`src/hw/rtl/dept_ram.sv`:
```
module dept_ram #(
  parameter int W = 8,
  parameter int D = 16
) (
  input  logic                 clk,
  input  logic                 we,
  input  logic [$clog2(D)-1:0] waddr,
  input  logic [W-1:0]         wdata,
  input  logic [$clog2(D)-1:0] raddr,
  output logic [W-1:0]         rdata
);

  logic [W-1:0] mem [D];

  always_ff @(posedge clk) begin
    if (we) begin
      mem[waddr] <= wdata;
    end
    rdata <= mem[raddr];
  end

endmodule

```
`config.mk`:
```
export PLATFORM = sky130hd
export DESIGN_NAME = dept_ram
export DESIGN_NICKNAME = d
export VERILOG_FILES = /design/src/hw/rtl/dept_ram.sv
export SDC_FILE = /design/constraint.sdc
export NUM_CORES = 1
export LEC_CHECK = 0
export BUFFER_PORTS_ARGS = -buffer_cell sky130_fd_sc_hd__buf_2
export CAP_MARGIN = 0
export CORE_MARGIN = 5
export CORE_UTILIZATION = 30
export CTS_CLUSTER_SIZE = 24
export DETAILED_ROUTE_END_ITERATION = 8
export SLEW_MARGIN = 20
export SYNTH_ARGS = -nofsm -noshare
export SYNTH_HDL_FRONTEND = slang
export SYNTH_SLANG_ARGS = --single-unit
```
`constraint.sdc`:
```
create_clock -name clk -period 2.64 [get_ports clk]
set_clock_uncertainty 0.15 [all_clocks]
set_input_delay 0.396 -clock clk [delete_from_list [all_inputs] [get_ports clk]]
set_output_delay 0.396 -clock clk [all_outputs]
set_load 0.1 [all_outputs]
```
==> results of run 1 <==
state kept, by name, indices dropped and copies added, names as in the netlist:
register / count
mem: 128
rdata: 8
cells in the mapped netlist:
cell | number | area (µm²)
mux4_2 | 18 | 405
nor3_1 | 4 | 20.0
nor2_1 | 13 | 48.8
nand3_1 | 1 | 5.00
nor2b_1 | 1 | 6.26
edfxtp_1 | 128 | 3840
dfxtp_1 | 8 | 160
nand3b_1 | 2 | 15.0
and2b_1 | 1 | 7.51
and2_1 | 1 | 6.26
nand2b_1 | 2 | 12.5
or3b_2 | 1 | 8.76
a22oi_1 | 16 | 120
buf_2 | 3 | 15.0
buf_4 | 1 | 7.51
nand2_1 | 9 | 33.8
buf_6 | 3 | 33.8
mux4_1 | 14 | 368
clkdlybuf4s25_2 | 3 | 30.0
layout by cell type, fill, tap and decap left out, types with 8 or more instances in the layout:
cell type  synthesis  routed
buf_4              1      18
mux4_1            14      14
edfxtp_1         128     128
mux4_2            18      18
buf_2              3      25
nand2_1            9       9
clkbuf_16          0      17
a22oi_1           16      16
nor2_1            13      13
dfxtp_1            8       8
final cells by class:
class | count | area, µm² | share of cell area [%]
Clock inverter | 15 | 160 | 2.57
Multi-Input combinational cell | 83 | 1060 | 17.0
Sequential cell | 136 | 4000 | 64.3
Clock buffer | 17 | 425 | 6.84
Tap cell | 220 | 275 | 4.42
Timing Repair Buffer | 45 | 300 | 4.83
logic make-up (layout without fill, tap and decap cells):
logic type,count (synthesis),in the layout
compound gates,16,16
buf+inv,10,77
mux,32,32
simple gates,35,35
flops,136,136
through the flow:
step | total power [W] | util [%]
after floorplan | 0.00270 | -
after global placement | 0.00280 | 33.8
after detailed placement | 0.00281 | 33.8
after CTS | 0.00511 | 37.3
after global routing | 0.00523 | 37.3
final | 0.00506 | 37.3
layer usage:
layer  track usage [%]  routed length, µm  vias to the layer above
met5                 0                  0                        -
met2              17.1               5020                       96
met3              2.88                855                       10
met4              3.98                 87                        0
met1              16.7               4900                     1253
li1                  -                  -                     1082
power by group:
part	internal, W	switching [W]
logic	0.0000978	0.000228
registers	0.00241	0.0000154
clock network	0.00147	0.000837
path summary, 6_finish.rpt:
check	startpoint	to	slack (ps)	cells after the start
setup / recovery	rdata[4]	rdata[4]	860	1
hold / removal	wdata[4]	mem[14][4]	220	1
setup reg to reg	mem[1][5]	rdata[5]	1190	3
hold reg to reg	mem[14][4]	rdata[4]	530	3
==> impl_metrics.ini, run 1 <==
[clock_network]
clk_pin_slew_ps = 60
cts_made_buffers = 17
cts_hold_buf = 0
postCtsSetupRepairBufs = 0
cts-root-buf = clkbuf_16
cts_tree = yes
cts_buffer_depth = 2
cts.repair.resized = 0
worstSkewPairLatency_ps = 400
cts_htree_levels = 4
cts.sinks = 136

[synth]
synthCells = 229
synth_xor_area_share_pct = 0
ys_seq_area_share_pct = 77.8
netlist_area_um2 = 5150
yosysWarnings = 0
synth.mux.area_fraction_pct = 15.0
yosys.area_share.simple_pct = 3.18
synth_top_family_by_area = multiplexers
yosysUniqueCellTypes = 19
avgSynthCellArea_um2 = 22.5
synth-adder-area-share_pct = 0
syn-num-nets = 247
ys_seq_elements = 136
synth-compound-area-share_pct = 2.33

[die]
die_area_um2 = 19900
die_w_um = 141
core_um2 = 16700
ios = 26
die_h_um = 141
rows = 47
start_util_pct = 30.8

[layout]
syn2layout_area_growth_pct = 20.9
layout.cells.non_filler = 516
n_antenna_cell = 0
layout-drive-gt1-share_pct = 32.1
stdcell_area_um2 = 6220
fin_nets = 301
n_fill_cell = 1534

[grt]
antenna_found_initial = 0
grt_pass1_vias = 2626
grt.total_usage_pct = 11.6
grt_remaining_overflow = 0
grt_max_degree = 33
grt_pass1_wl_um = 16500

[setup_path]
crit_path_start_kind = flip-flop
cp_max_fo = 1
required_ps = 2090
cp_slowest_cell = buf_2
cp_slowest_stage_delay_ps = 450
endpoint_kind = output port
path_delay_family = buffers and inverters
crit_chain = buf_2
path_buf_inv = 1
crit_type = reg -> out
critPathArrivalTime_ps = 1230

[route]
ant_nets = 0
vias = 2441
drc = 0
wirelength_um = 10900
avgViaCountPerCell = 4.73
drt_iter0_markers = 248
drt_first_pass_iters = 5
wire_per_inst_um = 21.1

[timing]
setup_tns_ps = 0
rsz0062_at_grt = false
max_freq_mhz = 563
hold_viol = 0
fin_ws_ps = 864
setup_viol = 0
holdWs_ps = 220
period_minus_slack_ps = 1780
max_slew.worst_pin.slew_ps = 526
slew_violations = 0
slew_headroom_pct = 65.0
timing.final.crit_share_pct = 67.3

[placement]
port_buffers = 25
place_area_um2 = 5640
hpwl_um = 6440
dp.cells = 484
dp_slack_ps = 662
gp_congestion = 0.691

[power]
leakagePower_nw = 2.09
powerDensity_nw_per_um2 = 813
irDropWorstVdd_v = 0.000462

[hold_path]
holdCritPathClass = in -> reg

[run_status]
run_status = completed

[run]
maxCapViolations = 0
No activity file was read; power rests on OpenSTA's default activity.
==> run 2: changes to the inputs <==
ABC_AREA = 1   (was default)
clock period = 1.7 ns   (was 2.64 ns; I/O delays follow)
==> impl_metrics.ini, run 2 <==
[setup_path]
crit_chain = buf_2
cp_slowest_cell = buf_2
path_delay_family = buffers and inverters
path_buf_inv = 1
cp.depth = 1
required_ps = 1290
crit_type = reg -> out
reg2reg_slack_ps = 500
critPathArrivalTime_ps = 1230
ff2ff_path_depth = 6
crit_path_end = rdata[2]
cp_slowest_stage_delay_ps = 440
endpoint_kind = output port
cp_max_fo = 1
crit_path_start_kind = flip-flop
timing.rr.end = rdata[4]
timing.rr.start = mem[13][4]
crit_start = rdata[2]

[synth]
netlist_area_um2 = 5770
ys_seq_area_share_pct = 69.4
syn-num-nets = 569
synth_common_cells = 173 x nand2_1, 128 x edfxtp_1, 100 x inv_1
yosysWarnings = 0
ys_async_sr_fraction_pct = 0
synth_area_leaders = edfxtp_1 67%, nand2_1 11%, nand3_1 8.4%
synth.top_cell.area_share_pct = 66.7
yosysUniqueCellTypes = 12
dominantRegCellSynth = edfxtp_1
yosysMostFrequentCell = nand2_1
synth-edff-count = 128
synthCells = 551
yosys.area.top_type = edfxtp_1
avgSynthCellArea_um2 = 10.5
ys_seq_elements = 136

[clock_network]
cts_made_buffers = 17
cts_tree = yes
clk_pin_slew_ps = 50
postCtsSetupRepairBufs = 0
cts_buffer_depth = 2
cts_htree_levels = 4
cts_hold_buf = 0
cts-root-buf = clkbuf_16
cts.sinks = 136
worstSkewPairLatency_ps = 420
cts.repair.resized = 0

[die]
ios = 26
die_w_um = 149
start_util_pct = 30.6
core_um2 = 18800
die_area_um2 = 22100
rows = 50
die_h_um = 149

[timing]
slew_headroom_pct = 67.2
max_slew.worst_pin.slew_ps = 495
holdWs_ps = 58.9
hold_viol = 0
setup_tns_ps = 0
setup_viol = 0
timing.final.crit_share_pct = 96.0
max_freq_mhz = 613
rsz0062_at_grt = false
period_minus_slack_ps = 1630
slew_violations = 0

[layout]
fin_nets = 616
multi_input_area_um2 = 1210
n_fill_cell = 1875
top_regs = mem (128), rdata (8)
n_antenna_cell = 0
largest_reg_flops = 128
layout_commonest_cell = nand2_1
layout_common_cells = 173 x nand2_1, 128 x edfxtp_1, 100 x inv_1
layout-drive-gt1-share_pct = 13.3
seq_area_um2 = 4000
syn2layout_area_growth_pct = 19.0
top_register = mem

[power]
powerDensity_nw_per_um2 = 1170
total_power_w = 0.00805
irDropWorstVdd_v = 0.000739
leakagePower_nw = 2.94

[grt]
grt_remaining_overflow = 0
grt_pass1_vias = 3652
grt.total_usage_pct = 12.7
antenna_found_initial = 0
grt_pass1_wl_um = 20700
grt_max_degree = 65

[route]
drt_first_pass_iters = 5
wl_met1_um = 6040
ant_nets = 0
wire_per_inst_um = 15.2
wl_met3_um = 816
highest_layer = met4
avgViaCountPerCell = 4.34
drc = 0
wirelength_um = 13200
drt_iter0_markers = 282
wl_met2_um = 6070
vias = 3781

[placement]
hpwl_um = 8240
gp_congestion = 0.779
port_buffers = 25

[hold_path]
holdCritPathClass = in -> reg

[run]
maxCapViolations = 0

[run_status]
run_status = completed
==> run 2: through the flow <==
step / utilization [%] / setup slack, ps / instance area (µm²) / std cells
final: 36.5 / 67.6 / 6870 / 871
after global routing: 36.5 / 31.6 / 6870 / 871
after CTS: 36.5 / 21.5 / 6870 / 871
after detailed placement: 33.3 / 182 / 6280 / 839
after global placement: 33.3 / 186 / 6280 / 839
after floorplan: - / 344 / 5770 / 551
==> run 2: how the worst min path moves through the flow <==
stage | from | end | slack, ps | cells after the start
6_report | raddr[3] | rdata[2] | 60 | 3
3_5_place_dp | raddr[3] | rdata[2] | 490 | 3
5_1_grt | raddr[3] | rdata[2] | 60 | 3
3_3_place_gp | raddr[3] | rdata[2] | 480 | 3
4_1_cts | raddr[3] | rdata[2] | 40 | 3
2_1_floorplan | wdata[0] | mem[0][0] | 200 | 0
==> run 2: power by group <==
part           internal [W]  switching, W
Clock               0.00228       0.00137
Combinational      0.000146      0.000481
Sequential          0.00375     0.0000221
==> run 2: logic make-up (layout without fill, tap and decap cells) <==
| kind of cell | count (synthesis) | in the layout | share of synthesized area (%) |
|---|---|---|---|
| flip-flops | 136 | 136 | 69.4 |
| AND/OR/NAND/NOR | 289 | 289 | 21.0 |
| buffers and inverters | 126 | 186 | 9.52 |
==> run 2: layer usage <==
| metal | global-route usage, % | vias to the layer above |
|---|---|---|
| met5 | 0 | - |
| met4 | 4.99 | 0 |
| met1 | 16.7 | 1792 |
| met3 | 3.99 | 15 |
| li1 | - | 1867 |
| met2 | 19.5 | 107 |
==> run 2: area by class of cell <==
class / count / area share (%)
timing repair buffer: 52 / 5.14
clock buffer: 18 / 6.25
inverter: 102 / 5.58
sequential: 136 / 58.3
multi-input combinational: 289 / 17.7
tap: 260 / 4.74
clock inverter: 14 / 2.30
